==> src/hdl/lfr_pkg.sv <==
package lfr_pkg;

    // Frame buffer geometry
    localparam int FRAME_BYTES = 13;
    localparam int HDR_LEN     = 4;
    // Only the header and the first four data bytes are ever looked at
    localparam int KEEP_BYTES  = 8;
    localparam int CNT_W       = $clog2(FRAME_BYTES + 2);

    typedef logic [CNT_W-1:0] t_cnt;

    // Configuration port
    localparam int CFG_IDX_W  = 3;
    localparam int CFG_DATA_W = 24;

    typedef logic [CFG_IDX_W-1:0] t_cfg_idx;

    localparam t_cfg_idx CFG_HEADER_PATTERN = 3'd0;
    localparam t_cfg_idx CFG_TEMP_READ_ID   = 3'd1;
    localparam t_cfg_idx CFG_TEMP_WRITE_ID  = 3'd2;
    localparam t_cfg_idx CFG_STATUS_ID      = 3'd3;
    localparam t_cfg_idx CFG_SPEED_WRITE_ID = 3'd4;
    localparam t_cfg_idx CFG_CAN_BIT_MASK   = 3'd5;
    localparam t_cfg_idx CFG_LIN_BIT_MASK   = 3'd6;

    // Input command codes
    localparam logic CMD_BYTE = 1'b0;
    localparam logic CMD_IDLE = 1'b1;

    // Result kinds
    localparam logic KIND_TX     = 1'b0;
    localparam logic KIND_REPORT = 1'b1;

    // Network status codes
    localparam logic [1:0] ST_DOWN       = 2'd0;
    localparam logic [1:0] ST_OK         = 2'd1;
    localparam logic [1:0] ST_UNREPORTED = 2'd2;

    localparam logic [7:0] CRC_POLY = 8'h8C;

    // Action queue between frame tracker and reply generator
    localparam int QUEUE_DEPTH = 2;
    localparam int QPTR_W      = $clog2(QUEUE_DEPTH);
    localparam int QCNT_W      = $clog2(QUEUE_DEPTH + 1);

    // Work handed from the front to the back
    typedef struct packed {
        logic        is_read;
        logic [7:0]  reply;
        logic        temp_updated;
        logic [7:0]  received_temp;
        logic [1:0]  can_state;
        logic [1:0]  lin_state;
        logic [31:0] speed_raw;
    } t_action;

    // One result item
    typedef struct packed {
        logic        kind;
        logic [7:0]  tx_byte;
        logic        last;
        logic        temp_updated;
        logic [7:0]  received_temp;
        logic [1:0]  can_state;
        logic [1:0]  lin_state;
        logic [31:0] speed_raw;
    } t_result;

    // Reflected CRC-8, init 0, over one byte
    function automatic logic [7:0] crc8_byte(input logic [7:0] b);
        logic [7:0] crc;
        logic [7:0] d;
        logic       fb;
        crc = '0;
        d   = b;
        for (int i = 0; i < 8; i++) begin
            fb  = crc[0] ^ d[0];
            crc = crc >> 1;
            if (fb) begin
                crc = crc ^ CRC_POLY;
            end
            d = d >> 1;
        end
        return crc;
    endfunction

endpackage

==> src/hdl/lfr_front.sv <==
module lfr_front (
    input  logic                          i_clk,
    input  logic                          i_rst_n,
    // byte / idle events
    input  logic                          i_accept,
    input  logic                          i_cmd,
    input  logic [7:0]                    i_rx_byte,
    input  logic [7:0]                    i_reply_value,
    // configuration writes
    input  logic                          i_cfg_we,
    input  lfr_pkg::t_cfg_idx             i_cfg_index,
    input  logic [lfr_pkg::CFG_DATA_W-1:0] i_cfg_data,
    // actions to the queue
    output logic                          o_act_push,
    output lfr_pkg::t_action              o_act
);

    // Configuration registers
    logic [23:0] r_header_pattern;
    logic [7:0]  r_temp_read_id;
    logic [7:0]  r_temp_write_id;
    logic [7:0]  r_status_id;
    logic [7:0]  r_speed_write_id;
    logic [7:0]  r_can_bit_mask;
    logic [7:0]  r_lin_bit_mask;

    // Frame and node state
    logic [7:0]       r_buf [lfr_pkg::KEEP_BYTES];
    logic [7:0]       n_buf [lfr_pkg::KEEP_BYTES];
    lfr_pkg::t_cnt    r_cnt, n_cnt;
    logic             r_hdr, n_hdr;
    logic             r_temp_flag, n_temp_flag;
    logic [7:0]       r_temp_value, n_temp_value;
    logic [1:0]       r_can_status, n_can_status;
    logic [1:0]       r_lin_status, n_lin_status;
    logic [31:0]      r_speed_word, n_speed_word;

    logic [7:0]       id;
    logic [7:0]       data0;

    assign id    = r_buf[3];
    assign data0 = r_buf[4];

    // Frame tracking and classification of idle events
    always_comb begin
        n_buf        = r_buf;
        n_cnt        = r_cnt;
        n_hdr        = r_hdr;
        n_temp_flag  = r_temp_flag;
        n_temp_value = r_temp_value;
        n_can_status = r_can_status;
        n_lin_status = r_lin_status;
        n_speed_word = r_speed_word;
        o_act_push   = 1'b0;
        o_act        = '0;

        if (i_accept) begin
            if (i_cmd == lfr_pkg::CMD_BYTE) begin
                // store while inside the kept part of the buffer
                for (int i = 0; i < lfr_pkg::KEEP_BYTES; i++) begin
                    if (r_cnt == lfr_pkg::t_cnt'(i)) begin
                        n_buf[i] = i_rx_byte;
                    end
                end
                // saturate one past the buffer: frame too long
                if (r_cnt < lfr_pkg::t_cnt'(lfr_pkg::FRAME_BYTES + 1)) begin
                    n_cnt = r_cnt + lfr_pkg::t_cnt'(1);
                end
                // header check on arrival of the identifier byte
                if (r_cnt == lfr_pkg::t_cnt'(lfr_pkg::HDR_LEN - 1) &&
                    r_buf[0] == r_header_pattern[7:0] &&
                    r_buf[1] == r_header_pattern[15:8] &&
                    r_buf[2] == r_header_pattern[23:16]) begin
                    n_hdr = 1'b1;
                end
            end else if (r_hdr) begin
                // frame is consumed in all cases
                n_buf = '{default: '0};
                n_cnt = '0;
                n_hdr = 1'b0;
                if (r_cnt == lfr_pkg::t_cnt'(lfr_pkg::HDR_LEN)) begin
                    // header-only: temperature read request
                    if (id == r_temp_read_id) begin
                        o_act_push    = 1'b1;
                        o_act.is_read = 1'b1;
                        o_act.reply   = i_reply_value;
                    end
                end else if (r_cnt > lfr_pkg::t_cnt'(lfr_pkg::HDR_LEN) &&
                             r_cnt <= lfr_pkg::t_cnt'(lfr_pkg::FRAME_BYTES)) begin
                    // data frame; priority follows identifier order
                    if (id == r_temp_write_id) begin
                        n_temp_flag  = 1'b1;
                        n_temp_value = data0;
                    end else if (id == r_status_id) begin
                        n_can_status = ((data0 & r_can_bit_mask) != 8'd0) ?
                                       lfr_pkg::ST_OK : lfr_pkg::ST_DOWN;
                        n_lin_status = ((data0 & r_lin_bit_mask) != 8'd0) ?
                                       lfr_pkg::ST_OK : lfr_pkg::ST_DOWN;
                    end else if (id == r_speed_write_id) begin
                        n_speed_word = {r_buf[7], r_buf[6], r_buf[5], r_buf[4]};
                    end
                    o_act_push          = 1'b1;
                    o_act.is_read       = 1'b0;
                    o_act.temp_updated  = n_temp_flag;
                    o_act.received_temp = n_temp_value;
                    o_act.can_state     = n_can_status;
                    o_act.lin_state     = n_lin_status;
                    o_act.speed_raw     = n_speed_word;
                end
            end
        end
    end

    // State registers
    always_ff @(posedge i_clk) begin
        if (!i_rst_n) begin
            r_buf        <= '{default: '0};
            r_cnt        <= '0;
            r_hdr        <= 1'b0;
            r_temp_flag  <= 1'b0;
            r_temp_value <= '0;
            r_can_status <= lfr_pkg::ST_UNREPORTED;
            r_lin_status <= lfr_pkg::ST_UNREPORTED;
            r_speed_word <= '0;
        end else begin
            r_buf        <= n_buf;
            r_cnt        <= n_cnt;
            r_hdr        <= n_hdr;
            r_temp_flag  <= n_temp_flag;
            r_temp_value <= n_temp_value;
            r_can_status <= n_can_status;
            r_lin_status <= n_lin_status;
            r_speed_word <= n_speed_word;
        end
    end

    // Configuration registers
    always_ff @(posedge i_clk) begin
        if (!i_rst_n) begin
            r_header_pattern <= 24'h550000;
            r_temp_read_id   <= 8'd0;
            r_temp_write_id  <= 8'd1;
            r_status_id      <= 8'd2;
            r_speed_write_id <= 8'd3;
            r_can_bit_mask   <= 8'd1;
            r_lin_bit_mask   <= 8'd2;
        end else if (i_cfg_we) begin
            case (i_cfg_index)
                lfr_pkg::CFG_HEADER_PATTERN: r_header_pattern <= i_cfg_data[23:0];
                lfr_pkg::CFG_TEMP_READ_ID:   r_temp_read_id   <= i_cfg_data[7:0];
                lfr_pkg::CFG_TEMP_WRITE_ID:  r_temp_write_id  <= i_cfg_data[7:0];
                lfr_pkg::CFG_STATUS_ID:      r_status_id      <= i_cfg_data[7:0];
                lfr_pkg::CFG_SPEED_WRITE_ID: r_speed_write_id <= i_cfg_data[7:0];
                lfr_pkg::CFG_CAN_BIT_MASK:   r_can_bit_mask   <= i_cfg_data[7:0];
                lfr_pkg::CFG_LIN_BIT_MASK:   r_lin_bit_mask   <= i_cfg_data[7:0];
                default: ;
            endcase
        end
    end

endmodule

==> src/hdl/lfr_queue.sv <==
module lfr_queue (
    input  logic             i_clk,
    input  logic             i_rst_n,
    input  logic             i_push,
    input  lfr_pkg::t_action i_data,
    output logic             o_full,
    input  logic             i_pop,
    output lfr_pkg::t_action o_head,
    output logic             o_empty
);

    lfr_pkg::t_action                r_mem [lfr_pkg::QUEUE_DEPTH];
    logic [lfr_pkg::QPTR_W-1:0]      r_wr_ptr, r_rd_ptr;
    logic [lfr_pkg::QCNT_W-1:0]      r_count;
    logic                            do_push, do_pop;

    assign o_full  = (r_count == lfr_pkg::QCNT_W'(lfr_pkg::QUEUE_DEPTH));
    assign o_empty = (r_count == '0);
    assign o_head  = r_mem[r_rd_ptr];
    assign do_push = i_push && !o_full;
    assign do_pop  = i_pop && !o_empty;

    // Storage (depth is a power of two, pointers wrap naturally)
    always_ff @(posedge i_clk) begin
        if (do_push) begin
            r_mem[r_wr_ptr] <= i_data;
        end
    end

    // Pointers and fill count
    always_ff @(posedge i_clk) begin
        if (!i_rst_n) begin
            r_wr_ptr <= '0;
            r_rd_ptr <= '0;
            r_count  <= '0;
        end else begin
            if (do_push) begin
                r_wr_ptr <= r_wr_ptr + lfr_pkg::QPTR_W'(1);
            end
            if (do_pop) begin
                r_rd_ptr <= r_rd_ptr + lfr_pkg::QPTR_W'(1);
            end
            case ({do_push, do_pop})
                2'b10:   r_count <= r_count + lfr_pkg::QCNT_W'(1);
                2'b01:   r_count <= r_count - lfr_pkg::QCNT_W'(1);
                default: r_count <= r_count;
            endcase
        end
    end

endmodule

==> src/hdl/lfr_back.sv <==
module lfr_back (
    input  logic             i_clk,
    input  logic             i_rst_n,
    // action queue side
    input  lfr_pkg::t_action i_head,
    input  logic             i_q_empty,
    output logic             o_q_pop,
    // result side
    output logic             o_valid,
    output lfr_pkg::t_result o_res,
    input  logic             i_pop
);

    typedef enum logic {
        PH_FIRST,
        PH_SECOND
    } t_phase;

    t_phase           r_phase, n_phase;
    logic             r_valid, n_valid;
    lfr_pkg::t_result r_res, n_res;
    logic             load_ok;

    assign load_ok = !r_valid || i_pop;
    assign o_valid = r_valid;
    assign o_res   = r_res;

    // Result sequencing: read request gives reply then CRC, data frame one report
    always_comb begin
        n_phase = r_phase;
        n_valid = r_valid && !i_pop;
        n_res   = r_res;
        o_q_pop = 1'b0;
        if (load_ok && !i_q_empty) begin
            n_valid = 1'b1;
            n_res   = '0;
            if (i_head.is_read) begin
                n_res.kind = lfr_pkg::KIND_TX;
                case (r_phase)
                    PH_FIRST: begin
                        n_res.tx_byte = i_head.reply;
                        n_res.last    = 1'b0;
                        n_phase       = PH_SECOND;
                    end
                    PH_SECOND: begin
                        n_res.tx_byte = lfr_pkg::crc8_byte(i_head.reply);
                        n_res.last    = 1'b1;
                        n_phase       = PH_FIRST;
                        o_q_pop       = 1'b1;
                    end
                    default: n_phase = PH_FIRST;
                endcase
            end else begin
                n_res.kind          = lfr_pkg::KIND_REPORT;
                n_res.last          = 1'b1;
                n_res.temp_updated  = i_head.temp_updated;
                n_res.received_temp = i_head.received_temp;
                n_res.can_state     = i_head.can_state;
                n_res.lin_state     = i_head.lin_state;
                n_res.speed_raw     = i_head.speed_raw;
                o_q_pop             = 1'b1;
            end
        end
    end

    // Phase and output register
    always_ff @(posedge i_clk) begin
        if (!i_rst_n) begin
            r_phase <= PH_FIRST;
            r_valid <= 1'b0;
        end else begin
            r_phase <= n_phase;
            r_valid <= n_valid;
        end
        r_res <= n_res;
    end

endmodule

==> src/hdl/lin_frame_responder.sv <==
// A line-idle event that triggers a reply is first written into the action queue;
//   its first result is then loaded from the queue head into the output register.
// Throughput: one input item per cycle until the two-entry action queue fills;
//   a read request gives two results (reply byte, then CRC byte), a report one.
// Reset: synchronous, active low; restores frame, status and config defaults
//   and empties the action queue and the output register.
module lin_frame_responder (
    input  logic                           i_clk,
    input  logic                           i_rst_n,
    // input items
    input  logic                           push,
    output logic                           full,
    input  logic                           i_cmd,
    input  logic [7:0]                     i_rx_byte,
    input  logic [7:0]                     i_reply_value,
    // result items
    output logic                           empty,
    input  logic                           pop,
    output logic                           o_kind,
    output logic [7:0]                     o_tx_byte,
    output logic                           o_last,
    output logic                           o_temp_updated,
    output logic [7:0]                     o_received_temp,
    output logic [1:0]                     o_can_state,
    output logic [1:0]                     o_lin_state,
    output logic [31:0]                    o_speed_raw,
    // configuration writes
    input  logic                           i_cfg_valid,
    output logic                           o_cfg_ready,
    input  lfr_pkg::t_cfg_idx              i_cfg_index,
    input  logic [lfr_pkg::CFG_DATA_W-1:0] i_cfg_data
);

    logic             in_xfer;
    logic             act_push;
    lfr_pkg::t_action act;
    lfr_pkg::t_action q_head;
    logic             q_full, q_empty, q_pop;
    logic             res_valid;
    lfr_pkg::t_result res;

    assign o_cfg_ready = 1'b1;
    assign full        = q_full;
    assign in_xfer     = push && !q_full;

    lfr_front u_front (
        .i_clk         (i_clk),
        .i_rst_n       (i_rst_n),
        .i_accept      (in_xfer),
        .i_cmd         (i_cmd),
        .i_rx_byte     (i_rx_byte),
        .i_reply_value (i_reply_value),
        .i_cfg_we      (i_cfg_valid),
        .i_cfg_index   (i_cfg_index),
        .i_cfg_data    (i_cfg_data),
        .o_act_push    (act_push),
        .o_act         (act)
    );

    lfr_queue u_queue (
        .i_clk   (i_clk),
        .i_rst_n (i_rst_n),
        .i_push  (act_push),
        .i_data  (act),
        .o_full  (q_full),
        .i_pop   (q_pop),
        .o_head  (q_head),
        .o_empty (q_empty)
    );

    lfr_back u_back (
        .i_clk     (i_clk),
        .i_rst_n   (i_rst_n),
        .i_head    (q_head),
        .i_q_empty (q_empty),
        .o_q_pop   (q_pop),
        .o_valid   (res_valid),
        .o_res     (res),
        .i_pop     (pop)
    );

    // Result ports
    assign empty           = !res_valid;
    assign o_kind          = res.kind;
    assign o_tx_byte       = res.tx_byte;
    assign o_last          = res.last;
    assign o_temp_updated  = res.temp_updated;
    assign o_received_temp = res.received_temp;
    assign o_can_state     = res.can_state;
    assign o_lin_state     = res.lin_state;
    assign o_speed_raw     = res.speed_raw;

endmodule

==> config.mk <==
export PLATFORM = sky130hd
export DESIGN_NAME = lin_frame_responder
export DESIGN_NICKNAME = d
export VERILOG_FILES = /design/src/hdl/lfr_pkg.sv /design/src/hdl/lfr_front.sv /design/src/hdl/lfr_queue.sv /design/src/hdl/lfr_back.sv /design/src/hdl/lin_frame_responder.sv
export SDC_FILE = /design/constraint.sdc
export NUM_CORES = 1
export LEC_CHECK = 0
export BUFFER_PORTS_ARGS = -buffer_cell sky130_fd_sc_hd__buf_2
export CORE_ASPECT_RATIO = 0.9
export CORE_MARGIN = 5
export CORE_UTILIZATION = 54
export DETAILED_ROUTE_END_ITERATION = 8
export PLACE_DENSITY = 0.8
export SLEW_MARGIN = 15
export SYNTH_ARGS = -nofsm -noshare
export SYNTH_HDL_FRONTEND = slang
export SYNTH_SLANG_ARGS = --single-unit
==> constraint.sdc <==
create_clock -name i_clk -period 4.35 [get_ports i_clk]
set_input_delay 0.435 -clock i_clk [delete_from_list [all_inputs] [get_ports i_clk]]
set_output_delay 0.435 -clock i_clk [all_outputs]
set_load 0.05 [all_outputs]
== Word level (Yosys, flattened, before mapping) ==
Memories as Yosys holds them, arrays and structs flattened. A register that Yosys moved wholly into a read port is not among the register bits.
Cells that the tools add are included.
Storage, ports and cells
  flip-flop bits (word level): 247
  bits in writable memories: 108
  input port bits: 49
  output and inout bits: 58
  memories: 1
Memories
  u_queue.r_mem: words 2, bits a word 54, read ports 1, clocked after memory_dff 1, write ports 1, line lfr_queue.sv:12  | lfr_pkg::t_action r_mem [lfr_pkg::QUEUE_DEPTH];
Operators by class
  $add $sub $neg: 5
  order comparisons: 3
  equal/unequal tests: 24
  mux-type cells: 81
  bitwise logic cells: 18
  reduce and logical (&&, ||, !) cells: 49
Operators by type and width (count)
  $mux W8: 39
  $mux W54: 3
  $mux W64: 2
  $mux W32: 3
  $mux W45: 2
  $eq A8 B8 Y1: 7
  $reduce_and A3 Y1: 9
  $reduce_bool A2 Y1: 11
  $mux W1: 21
  $not A2 Y3: 7
  $pmux W9 S2: 1
  $reduce_and A2 Y1: 9
  $and A8 B8 Y8: 2
  $eq A4 B3 Y1 const B: 4
  $reduce_bool A8 Y1: 2
  $mux W4: 3
  $eq A3 B3 Y1 const B: 3
  $logic_and A1 B1 Y1: 9
  $mux W9: 1
  $eq A4 B2 Y1 const B: 2
  $mux W2: 4
  $xor A1 B1 Y1: 7
  $eq A3 B2 Y1 const B: 2
  $reduce_and A5 Y1: 1
  other kinds (20): 26

== Logic depth before layout (Yosys ltp) ==
Gate-level depths: netlist of the first run.
  depth in word-level cells: 37
  gate-level depth with buffers: 10
  gate-level depth less buffers: 10

== By module ==
A second synthesis of the first run with hierarchy kept.
Unflattened totals
  cell total of the unflattened synthesis: 1380
  area total of the unflattened synthesis: 15394.8 um2
By module, submodules not included
  lfr_front: times used 1, cells each 1031, area an instance 8939.8 um2
  lfr_queue: times used 1, cells each 194, area an instance 4117.7 um2
  lfr_back: times used 1, cells each 151, area an instance 2308.5 um2
  lin_frame_responder: times used 1, cells each 4, area an instance 28.8 um2

== Worst setup path after synthesis of the first run ==
Ideal clock, no wire load.
  path kind: reg-to-reg
  start point: register u_front.r_cnt[2]
  end point: memory u_queue.r_mem[0][0] (netlist bit), enable pin
  data arrival time: 3713 ps
  required time: 3884 ps
  path slack: 171 ps
  cell stages (with the launch flop): 7
  cell sequence: dfxtp_1 nor2b_1 nand3_1 nor4_1 buf_2 nor2_1 nor2_1
On the way
  word-level cells in the longest chain between the ends: 10
  elaborated cells between the ends (all ways): 12
  those cells by class: order compare (2); eq/ne (1); mux (7); reduce/logical (2)
Ends and longest elaborated chain
  from (decl): line lfr_front.sv:30  | lfr_pkg::t_cnt r_cnt, n_cnt;
  from (signal assigned): line lfr_front.sv:127  | r_cnt <= n_cnt;
  $gt A4 B3 Y1 / $le A4 B4 Y1 (equally long branches): line lfr_front.sv:88, lfr_front.sv:89
  $logic_and A1 B1 Y1: line lfr_front.sv:88  | end else if (r_cnt > lfr_pkg::t_cnt'(lfr_pkg::HDR_LEN) &&
  $mux W1: line lfr_front.sv:88
  $mux W1 *: line lfr_front.sv:81  | if (r_cnt == lfr_pkg::t_cnt'(lfr_pkg::HDR_LEN)) begin
  $mux W1 *: line lfr_front.sv:76  | end else if (r_hdr) begin
  $mux W1 *: line lfr_front.sv:58  | if (i_cmd == lfr_pkg::CMD_BYTE) begin
  $mux W1 *: line lfr_front.sv:57  | if (i_accept) begin
  $logic_and A1 B1 Y1 *: line lfr_queue.sv:20  | assign do_push = i_push && !o_full;
  $mux W1 *: line lfr_queue.sv:25  | if (do_push) begin
  $mux W1 (not written as such) *: line lfr_queue.sv:26  | r_mem[r_wr_ptr] <= i_data;
  to (decl): line lfr_queue.sv:12
Every way passes the cells marked *; elsewhere a longest branch is shown, timed or not.

==> results of run 1 <==
## registers in the layout (all words and copies together) (netlist names), 24 cells and up, named ones only
| signal | count |
|---|---|
| u_front.r_speed_word | 32 |
| u_front.r_header_pattern | 24 |
| u_front.r_buf | 48 |
| u_back.o_res | 55 |
| u_queue.r_mem | 108 |
## layout make-up
| cell class | instances | share of cell area |
|---|---|---|
| Inverter | 8 | 0.00194 |
| Sequential cell | 356 | 0.524 |
| Tap cell | 354 | 0.0265 |
| Clock buffer | 49 | 0.0610 |
| Clock inverter | 16 | 0.00964 |
| Timing Repair Buffer | 120 | 0.0381 |
| Multi-Input combinational cell | 950 | 0.339 |
## per-stage QoR
| stage | util | hold WS (ns) | setup slack, ns | cells |
|---|---|---|---|---|
| 6_report | 0.617 | 0.149 | 1.42 | 1853 |
| 5_1_grt | 0.617 | 0.152 | 1.27 | 1853 |
| 4_1_cts | 0.617 | 0.137 | 1.44 | 1853 |
| 3_5_place_dp | 0.574 | 0.445 | 1.33 | 1788 |
| 3_3_place_gp | 0.574 | 0.438 | 1.37 | 1788 |
| 2_1_floorplan | - | 0.431 | 0.171 | 1404 |
## power by group through the flow
stage | sequential (uW) | combinational, uW | clock (uW)
final | 3530 | 258 | 3070
after global routing | 3530 | 281 | 3260
after CTS | 3530 | 255 | 3110
after detailed placement | 3600 | 254 | 0
after global placement | 3600 | 247 | 0
after floorplan | 3590 | 177 | 0
## how the worst min path moves through the flow
stage                                                            to  slack [ns]  cells after the start
after floorplan                u_front.r_speed_word[0]$_SDFFE_PN0P_        0.43                      2
after global placement        u_front.r_speed_word[13]$_SDFFE_PN0P_        0.44                      2
after detailed placement       u_front.r_speed_word[7]$_SDFFE_PN0P_        0.45                      2
after CTS                 u_front.r_header_pattern[20]$_SDFFE_PN1P_        0.14                      3
after global routing      u_front.r_header_pattern[11]$_SDFFE_PN0P_        0.15                      3
final                     u_front.r_header_pattern[20]$_SDFFE_PN1P_        0.15                      3
## per-layer routing
metal  GRT usage  share of wire  vias up
met5           0        0.00028        -
met4      0.0616          0.024        2
met3      0.0360          0.074       72
met2       0.323           0.46      360
met1       0.293           0.44     4953
li1            -              -     4986
## cells by family (layout without fill, tap and decap cells)
kind of cell               count (synthesis)  in the layout  share of synthesized area
other                                      1              1                   0.000252
buffers and inverters                     98            193                     0.0328
xor gates and xnor gates                  77             77                     0.0486
AOI/OAI and AO/OA                        196            196                     0.0722
adders and majority gates                  5              5                    0.00420
muxes                                    152            152                      0.103
DFF                                      356            356                      0.588
and+or+nand+nor                          519            519                      0.151
## synthesized netlist by cell type, types with 9 or more instances
cell	number
nand4_1	15
o21ai_0	49
a21oi_1	120
nand2_1	243
dfxtp_1	193
nor3_1	10
clkbuf_1	54
nor2b_1	14
nor2_1	143
nand3_1	59
mux2i_1	149
xnor2_1	55
and2_1	9
buf_2	21
edfxtp_1	163
xor2_1	18
## cell usage in the layout (no fill, tap or decap), drive strengths merged, types with 49 or more instances in the layout
| cell | count |
|---|---|
| clkbuf | 49 |
| mux2i | 150 |
| buf | 120 |
| dfxtp | 193 |
| a21oi | 120 |
| nand3 | 59 |
| o21ai | 49 |
| nand2 | 248 |
| edfxtp | 163 |
| xnor2 | 55 |
| nor2 | 143 |
## worst max-delay path: cells and delay by family, from the launching register on
family          cells  cell delay, ns
simple gates        2            1.16
flops               1            0.52
compound gates      2            0.46
buf+inv             1            0.42
xor+xnor            1            0.16
==> results by group, run 1 <==
Clock network
  • Root Buffer: clkbuf_16
  • Worst-case clock buffer depth: 3
  • Clk_lat worst skew: ~0.52 ns
  • # H-tree levels: 2
  • Total CTS buffers: 36
  • Sink Count: around 360
  • Post-cts sizing count: 0
  • Post-CTS Setup Bufs: 0
  • CTS tree: built
  • Hold_buf cts: 0
  • CTS clk-pin slew, worst paths: 0.06 ns

Synth
  • Area leader, netlist: edfxtp_1
  • Ys async rst share: 0
  • Unique masters post-synth: 52
  • Cells after synthesis: about 1400
  • #FFs+latches synth: around 360
  • Net count after synthesis: ~1500
  • Ys flop type: dfxtp_1
  • Post-synth EDFFs: roughly 160
  • Yosys top cell area share: 0.329
  • Avg Synthesized Cell Area: between 10 and 15 sq um
  • Sequential-to-total area share from yosys stat: 0.588
  • Mapped Area: about 15000 sq um
  • Synth area leaders: edfxtp_1 33%, dfxtp_1 26%, mux2i_1 10%, nand2_1 6.1%, a21oi_1 4.0%
  • YS warnings: 0

Worst setup path
  • Critical Path Sink: u_queue.r_mem[0][18]$_DFFE_PP_
  • Max stage delay on crit path: ~0.94 ns
  • Crit Path Max Fanout: 27
  • WP data required: 4.68 ns
  • CP Capture Type: register
  • Reg2reg end: u_queue.r_mem[0][18]$_DFFE_PP_
  • Crit path launch type: register
  • CP Class: register to register
  • RR Startpoint: u_front.id[6]$_SDFFE_PN0P_
  • R2R setup slack: approximately 1.4 ns
  • Critical-path cell list: xnor2_1 -> nand4_1 -> nor2_2 -> buf_4 -> o21ai_0 -> a21oi_1
  • Reg2Reg Depth: 6
  • Critical Path Source: u_front.id[6]$_SDFFE_PN0P_
  • Worst Path Arrival: 3.25 ns
  • Crit-path slowest cell: nor2_2

Pwr
  • Combinational share of power: 0.038
  • Clock share of power: 0.448
  • VDD IR max: between 0.2 and 0.3 mV
  • Total power: 6850 uW
  • Switch share: 0.211
  • Power Density: ~410 nW/um^2
  • Net switching power figure: ~1400 uW
  • LEAKAGE: approximately 0.0060 uW
  • Flop pwr share: 0.515
  • Internal power: about 5400 uW

Outcome
  • Status: finished clean

Final layout
  • Diode count: 0
  • # fillers: between 2000 and 2500
  • Design area: between 15000 and 20000 sq um
  • Nets: about 1500
  • Register Area: 8760 sq um
  • Area occupied by multi-input gates: 5680 sq um
  • Area grow syn2layout: 12.4%
  • Share of layout cells above drive strength 1: 0.130

STA
  • Relative slew slack: 0.229
  • Setup TNS: 0 ns
  • Fin. Hold Viols: 0
  • Final clock skew: ~0.018 ns
  • Setup violators final: 0
  • FMAX: between 300 and 400 MHz
  • Tcrit/Tclk final: 0.673
  • Measured slew at the worst slew-check pin: between 1 and 1.5 ns
  • RSZ-0062 raised after global routing: false
  • Fin crit period: 2.93 ns
  • Slew Viols, Final: 0

Place
  • Placement Cell Area: ~16000 sq um
  • GPL Wtd Cong: slightly below 0.9
  • DP HPWL: between 20000 and 25000 um
  • # port buffers: between 100 and 150

Hold path
  • Hold path startpoint: i_cfg_data[20]
  • Hold Path Class: input pin to register

Floorplanning
  • Die area: 31000 sq um
  • Initial Util: 0.550
  • Die Height: 168 um
  • Die W: 185 um
  • Core Region: 27100 sq um
  • # IOs: 107
  • Rows: 57

Detailed routing
  • DR vias: approximately 10000
  • Post-route ant nets: 0
  • DRT iter0 DRCs: just under 900
  • Final WL: between 30000 and 40000 um
  • DR DRC count: 0
  • Wire per inst: about 17 um
  • DR vias/cell: between 5 and 6
  • 1st-pass router iterations: 5

Global route
  • Gr usage total: 0.205
  • Antenna violations before repair: 1
  • GR Overflow Total: 0
  • Largest net degree at the start of global routing: 85
  • Vias in the first global route: approximately 10000
  • First-pass GRT wire length: about 52000 um

Flow run
  • MaxCap Viol Count: 0
No activity file was read; power rests on OpenSTA's default activity.
==> run 2, diff against run 1 <==
--- a/config.mk
+++ b/config.mk
@@ -8,9 +8,9 @@
 export BUFFER_PORTS_ARGS = -buffer_cell sky130_fd_sc_hd__buf_2
 export CORE_ASPECT_RATIO = 0.9
 export CORE_MARGIN = 5
-export CORE_UTILIZATION = 54
+export CORE_UTILIZATION = 60
 export DETAILED_ROUTE_END_ITERATION = 8
-export PLACE_DENSITY = 0.8
+export PLACE_DENSITY = 0.84
 export SLEW_MARGIN = 15
 export SYNTH_ARGS = -nofsm -noshare
 export SYNTH_HDL_FRONTEND = slang
==> constraint.sdc (replaced) <==
create_clock -name i_clk -period 2.7 [get_ports i_clk]
set_input_delay 0.27 -clock i_clk [delete_from_list [all_inputs] [get_ports i_clk]]
set_output_delay 0.27 -clock i_clk [all_outputs]
set_load 0.05 [all_outputs]
==> run 2 against run 1 <==
Utilization up 7.7 points. Fmax up 25%. First-iteration DRC count up 3.5%. Count of clock-buffer cells in the layout up 9. Worst hold slack worse by 0.13 ns. Design area up 0.94%. Via count up 1.7%. Register-to-register slack worse by 1.1 ns. Sequential power up 61%.
==> results by group, run 2 (synthesis gave the netlist of run 1 again) <==
Pwr
  • Total power: 10800 uW (+58%)
  • Combinational share of power: 0.041 (+0.003)
  • Clock share of power: 0.434 (-0.014)
  • LEAKAGE: 0.00614 uW (+1.6%)
  • Switch share: 0.213 (+0.00231)
  • Net switching power figure: 2300 uW (+60%)
  • Power Density: 641 nW/um^2 (+57%)
  • Internal power: 8520 uW (+58%)
  • Flop pwr share: 0.525 (+0.010)
  • VDD IR max: 0.619 mV (+110%)

Detailed routing
  • DR DRC count: 0 (unchanged)
  • DR vias/cell: 5.76 (+2.8%)
  • Wire per inst: 18.1 um (+4.0%)
  • Final WL: 33100 um (+2.8%)
  • 1st-pass router iterations: 5 (unchanged)
  • DRT iter0 DRCs: 917 (+3.5%)
  • DR vias: 10500 (+1.7%)
  • Post-route ant nets: 0 (unchanged)

STA
  • Slew Viols, Final: 0 (unchanged)
  • Relative slew slack: 0.330 (+0.102)
  • RSZ-0062 raised after global routing: false
  • Tcrit/Tclk final: 0.871 (+0.198)
  • Final clock skew: 0.0170 ns (-0.00106 ns)
  • FMAX: 425 MHz (+25%)
  • Fin. Hold Viols: 0 (unchanged)
  • WHS: 0.0174 ns (-0.132 ns)
  • Fin crit period: 2.35 ns (-0.576 ns)
  • Setup violators final: 0 (unchanged)
  • Setup TNS: 0 ns (unchanged)
  • Measured slew at the worst slew-check pin: 1.00 ns (-0.152 ns)

Global route
  • GR Overflow Total: 0 (unchanged)
  • Gr usage total: 0.234 (+0.0292)
  • Antenna violations before repair: 0 (-1)
  • Vias in the first global route: 10400 (+4.4%)
  • Largest net degree at the start of global routing: 79 (-7.1%)
  • First-pass GRT wire length: 53700 um (+3.5%)

Worst setup path
  • Buf/Inv on CP: 2 (+1)
  • WP data required: 3.14 ns (-1.54 ns)
  • Most used cell, CP: o21ai_0
  • Reg2Reg Depth: 8 (+2)
  • CP top delay family: simple AND/OR/NAND/NOR gates
  • Number of cells on the critical path: 8 (+2)
  • Worst Path Arrival: 2.79 ns (-0.46 ns)
  • CP Capture Type: register
  • Critical-path cell list: inv_1 -> ha_1 -> nand4bb_1 -> o21ai_0 -> or2_1 -> buf_12 -> o21ai_0 -> a21oi_1
  • Crit Path Max Fanout: 45 (+67%)
  • Max stage delay on crit path: 0.52 ns (-0.42 ns)
  • CP Class: register to register
  • Crit-path slowest cell: or2_1
  • Crit path launch type: register

Place
  • Placement Cell Area: 15700 sq um (+0.72%)
  • DP HPWL: 20700 um (+0.96%)
  • # port buffers: 105 (unchanged)
  • GPL Wtd Cong: 0.926 (+4.0%)

Final layout
  • Diode count: 0 (unchanged)
  • Design area: 16900 sq um (+0.94%)
  • Max FFs per register: 108 (unchanged)
  • Commonest non-fill, non-tap cell in the layout: nand2_1
  • Area grow syn2layout: 13.4%
  • Most frequent cells in the layout: 243 x nand2_1, 192 x dfxtp_1, 163 x edfxtp_1, 149 x mux2i_1, 140 x nor2_1
  • Share of layout cells above drive strength 1: 0.134 (+0.00377)
  • Largest reg by FF count: u_queue.r_mem
  • Nets: 1551 (+1.6%)

Hold path
  • Hold Path Class: input pin to register
  • Worst Hold Depth: 2 (-1)

Clock network
  • # H-tree levels: 2 (unchanged)
  • CTS tree: built
  • Sink Count: 356 (unchanged)
  • Clk_lat worst skew: 0.53 ns (about the same)
  • CTS clk-pin slew, worst paths: 0.06 ns (about the same)
  • Root Buffer: clkbuf_16
  • Total CTS buffers: 36 (unchanged)
  • Post-cts sizing count: 0 (unchanged)
  • Worst-case clock buffer depth: 3 (unchanged)

Floorplanning
  • Rows: 54 (-5.3%)
  • Initial Util: 0.612 (+0.0628)
  • Core Region: 24300 sq um (-10%)
  • Die area: 28100 sq um (-9.4%)
  • Die W: 176 um (-4.9%)
  • Die Height: 159 um (-4.8%)
  • # IOs: 107 (unchanged)

Outcome
  • Status: finished clean

Flow run
  • MaxCap Viol Count: 0 (unchanged)
## run 2: path summary, 6_finish.rpt
kind                            slack (ns)                                 start                              endpoint
worst max-delay path                  0.35         u_front.r_cnt[0]$_SDFFE_PN0P_  u_front.r_temp_value[6]$_SDFFE_PN0P_
worst min-delay path                  0.02                                  push            u_front.r_hdr$_SDFFE_PN0P_
worst max register to register        0.35         u_front.r_cnt[0]$_SDFFE_PN0P_  u_front.r_temp_value[6]$_SDFFE_PN0P_
worst min register to register        0.45  u_front.r_speed_word[8]$_SDFFE_PN0P_  u_front.r_speed_word[8]$_SDFFE_PN0P_
## run 2: layer usage
layer	global-route usage	wire length, um	vias up
li1	-	-	5030
met4	0.0673	738	0
met2	0.384	15900	427
met3	0.0394	2510	65
met5	0	0	-
met1	0.324	14000	5023
## run 2: through the flow
step / util / worst slack [ns] / cells
final: 0.694 / 0.349 / 1832
after detailed placement: 0.644 / 0.356 / 1755
after CTS: 0.694 / 0.342 / 1832
after floorplan: - / 0.0196 / 1404
after global routing: 0.694 / 0.144 / 1832
after global placement: 0.644 / 0.500 / 1755
## run 2: timing repair
action	in CTS	in global routing
hold buffers	12	0
buffers inserted	0	0
endpoints found under the hold margin	12	0
## run 2: layout make-up
class | count | area, sq um
sequential | 356 | 8760
fill | 1709 | 7430
multi-input combinational | 950 | 5680
clock buffer | 58 | 1030
timing repair buffer | 145 | 931
tap | 308 | 385
clock inverter | 7 | 73.8
inverter | 8 | 32.5
## run 2: worst reg2reg max path: cells and delay by family (launching register included)
kind	cells	cell delay, ns
compound gates	3	0.51
fa+ha+maj	1	0.27
buf+inv	2	0.40
flops	1	0.40
simple gates	2	0.72
## run 2: power groups by stage
stage               Combinational, uW  Sequential, uW  Clock, uW
floorplan                         285            5780          0
global placement                  413            5790          0
detailed placement                423            5800          0
CTS                               440            5680       4730
global route                      484            5680       4990
finish                            446            5680       4700
==> run 3, diff against run 2 <==
--- a/config.mk
+++ b/config.mk
@@ -7,9 +7,9 @@
 export LEC_CHECK = 0
 export BUFFER_PORTS_ARGS = -buffer_cell sky130_fd_sc_hd__buf_2
 export CORE_ASPECT_RATIO = 0.9
-export CORE_MARGIN = 5
 export CORE_UTILIZATION = 60
 export DETAILED_ROUTE_END_ITERATION = 8
+export HOLD_SLACK_MARGIN = 0.08
 export PLACE_DENSITY = 0.84
 export SLEW_MARGIN = 15
 export SYNTH_ARGS = -nofsm -noshare
==> run 3 against run 2 <==
Sequential power hardly changed. Clock skew is 0.0053 ns higher. Design area grew 1.1%. Power increased by 1.3%. Wire length shrank 0.96%. Largest cell class unchanged.
==> results by group, run 3 (synthesis gave the netlist of run 1 again) <==
Flow run
  • MaxCap Viol Count: 0 (unchanged)

STA
  • WHS: 0.0895 ns (+0.0721 ns)
  • Setup TNS: 0 ns (unchanged)
  • Tcrit/Tclk final: 0.917 (+0.0463)
  • Final clock skew: 0.0223 ns (+0.00526 ns)
  • Setup violators final: 0 (unchanged)
  • Fin. Hold Viols: 0 (unchanged)
  • Min setup slack post-route: 0.224 ns (-0.125 ns)
  • Relative slew slack: 0.338 (+0.00726)
  • Slew Viols, Final: 0 (unchanged)
  • Measured slew at the worst slew-check pin: 0.994 ns (-0.0109 ns)
  • Fin crit period: 2.48 ns (+0.125 ns)
  • RSZ-0062 raised after global routing: false
  • FMAX: 404 MHz (-5.1%)

Clock network
  • Clk_lat worst skew: 0.53 ns (about the same)
  • Sink Count: 356 (unchanged)
  • # H-tree levels: 2 (unchanged)
  • Root Buffer: clkbuf_16
  • Total CTS buffers: 36 (unchanged)
  • Worst-case clock buffer depth: 3 (unchanged)
  • Post-CTS Setup Bufs: 0 (unchanged)
  • CTS tree: built
  • CTS clk-pin slew, worst paths: 0.06 ns (about the same)

Place
  • GPL Wtd Cong: 0.876 (-5.4%)
  • DP HPWL: 20000 um (-3.1%)
  • # port buffers: 105 (unchanged)
  • Pre-CTS setup slack: 0.223 ns (-0.133 ns)

Detailed routing
  • 1st-pass router iterations: 5 (unchanged)
  • Final WL: 32800 um (-0.96%)
  • Post-route ant nets: 0 (unchanged)
  • Wire per inst: 17.8 um (-1.8%)
  • DRT iter0 DRCs: 905 (-1.3%)
  • DR DRC count: 0 (unchanged)
  • DR vias: 10700 (+1.3%)
  • DR vias/cell: 5.78 (+0.43%)

Floorplanning
  • Die area: 25500 sq um (-9.3%)
  • Core Region: 24300 sq um (unchanged)
  • Rows: 54 (unchanged)
  • Die Height: 151 um (-5.0%)
  • Die W: 168 um (-4.5%)
  • # IOs: 107 (unchanged)
  • Initial Util: 0.612 (unchanged)

Pwr
  • VDD IR max: 0.570 mV (-7.9%)
  • Total power: 11000 uW (+1.3%)
  • Power Density: 642 nW/um^2 (+0.21%)
  • LEAKAGE: 0.00623 uW (+1.4%)

Hold path
  • Hold path startpoint: i_reply_value[7]
  • Hold worst-path end: u_queue.r_mem[1][52]$_DFFE_PP_
  • Worst Hold Depth: 2 (unchanged)
  • Hold Path Class: input pin to register

Final layout
  • Area grow syn2layout: 14.7%
  • # fillers: 1749 (+2.3%)
  • Diode count: 0 (unchanged)
  • Nets: 1565 (+0.90%)
  • Max FFs per register: 108 (unchanged)
  • Largest reg by FF count: u_queue.r_mem
  • Most frequent cells in the layout: 243 x nand2_1, 192 x dfxtp_1, 163 x edfxtp_1, 149 x mux2i_1, 140 x nor2_1
  • Final Util: 0.702 (+0.00772)
  • Share of layout cells above drive strength 1: 0.135 (+0.00129)
  • Commonest non-fill, non-tap cell in the layout: nand2_1

Global route
  • Antenna violations before repair: 0 (unchanged)
  • Vias in the first global route: 10300 (-0.95%)
  • Largest net degree at the start of global routing: 79 (unchanged)
  • Gr usage total: 0.260 (+0.0258)
  • First-pass GRT wire length: 52200 um (-2.8%)
  • GR Overflow Total: 0 (unchanged)

Outcome
  • Status: finished clean

Worst setup path
  • Reg2reg end: u_front.r_speed_word[31]$_SDFFE_PN0P_
  • R2R setup slack: 0.22 ns (-0.13 ns)
  • Crit Path Max Fanout: 22 (-51%)
  • CP Class: register to register
  • Worst Path Arrival: 2.91 ns (+0.12 ns)
  • CP Capture Type: register
  • Reg2Reg Depth: 8 (unchanged)
  • RR Startpoint: u_front.r_cnt[0]$_SDFFE_PN0P_
  • WP data required: 3.14 ns (about the same)
  • Crit path launch type: register
-- run 3: cell count changes in the layout (fill, tap and decap cells not counted) --
cell           delta
clkinvlp_4        +1
clkbuf_16         +2
inv_6             -1
clkbuf_1          -5
clkinv_1          +3
buf_6             +1
clkinv_2          +1
dlygate4sd3_1    +13
-- run 3: layout make-up --
class                           instances  area (sq um)  area share
Inverter                                8          32.5     0.00190
Multi-Input combinational cell        950          5680       0.332
Timing Repair Buffer                  159          1070      0.0628
Clock inverter                         11          88.8     0.00520
Tap cell                              308           385      0.0226
Clock buffer                           55          1060      0.0623
Sequential cell                       356          8760       0.513
-- run 3: worst max path at each step --
stage	from	end	cells after the start
2_1_floorplan	u_front.r_cnt[2]$_SDFFE_PN0P_	u_queue.r_mem[0][0]$_DFFE_PP_	6
3_3_place_gp	u_front.r_cnt[0]$_SDFFE_PN0P_	u_queue.r_mem[0][32]$_DFFE_PP_	7
3_5_place_dp	u_front.r_cnt[0]$_SDFFE_PN0P_	u_front.r_lin_status[0]$_SDFFE_PN0P_	8
4_1_cts	u_front.r_cnt[0]$_SDFFE_PN0P_	u_front.r_lin_status[0]$_SDFFE_PN0P_	8
5_1_grt	u_front.r_cnt[0]$_SDFFE_PN0P_	u_front.r_speed_word[6]$_SDFFE_PN0P_	8
6_report	u_front.r_cnt[0]$_SDFFE_PN0P_	u_front.r_speed_word[31]$_SDFFE_PN0P_	8
-- run 3: repair_timing --
| action | in CTS | in global routing |
|---|---|---|
| endpoints found under the setup margin | 0 | 3 |
| hold buffers | 25 | 0 |
| resized for setup | 0 | 1 |
| endpoints found under the hold margin | 31 | 0 |
-- run 3: routing by layer --
layer / vias to the layer above / GRT usage / share of wire / wire [um]
met5: - / 0 / 0 / 0
met4: 0 / 0.0900 / 0.024 / 778
met3: 63 / 0.0494 / 0.069 / 2270
met2: 425 / 0.445 / 0.48 / 15600
met1: 5147 / 0.334 / 0.43 / 14200
li1: 5042 / - / - / -
-- run 3: metrics by stage --
stage,instance area [sq um],std cells
detailed placement,15700,1756
CTS,17100,1847
finish,17100,1847
floorplan,14900,1404
global placement,15700,1756
global route,17100,1847
-- run 3: worst max-delay path: stages (launching register included) --
cell and delay (ns):
dfxtp_1 0.40, inv_1 0.11, ha_1 0.27, nor2b_1 0.12
o21ai_0 0.10, or2_1 0.41, nor3_4 0.28, buf_4 0.41
mux2i_1 0.26
-- run 3: power breakdown --
| group | internal [uW] | switching (uW) |
|---|---|---|
| combinational | 173 | 291 |
| sequential | 5640 | 45.9 |
| clock | 2820 | 2000 |
| total | 8630 | 2330 |
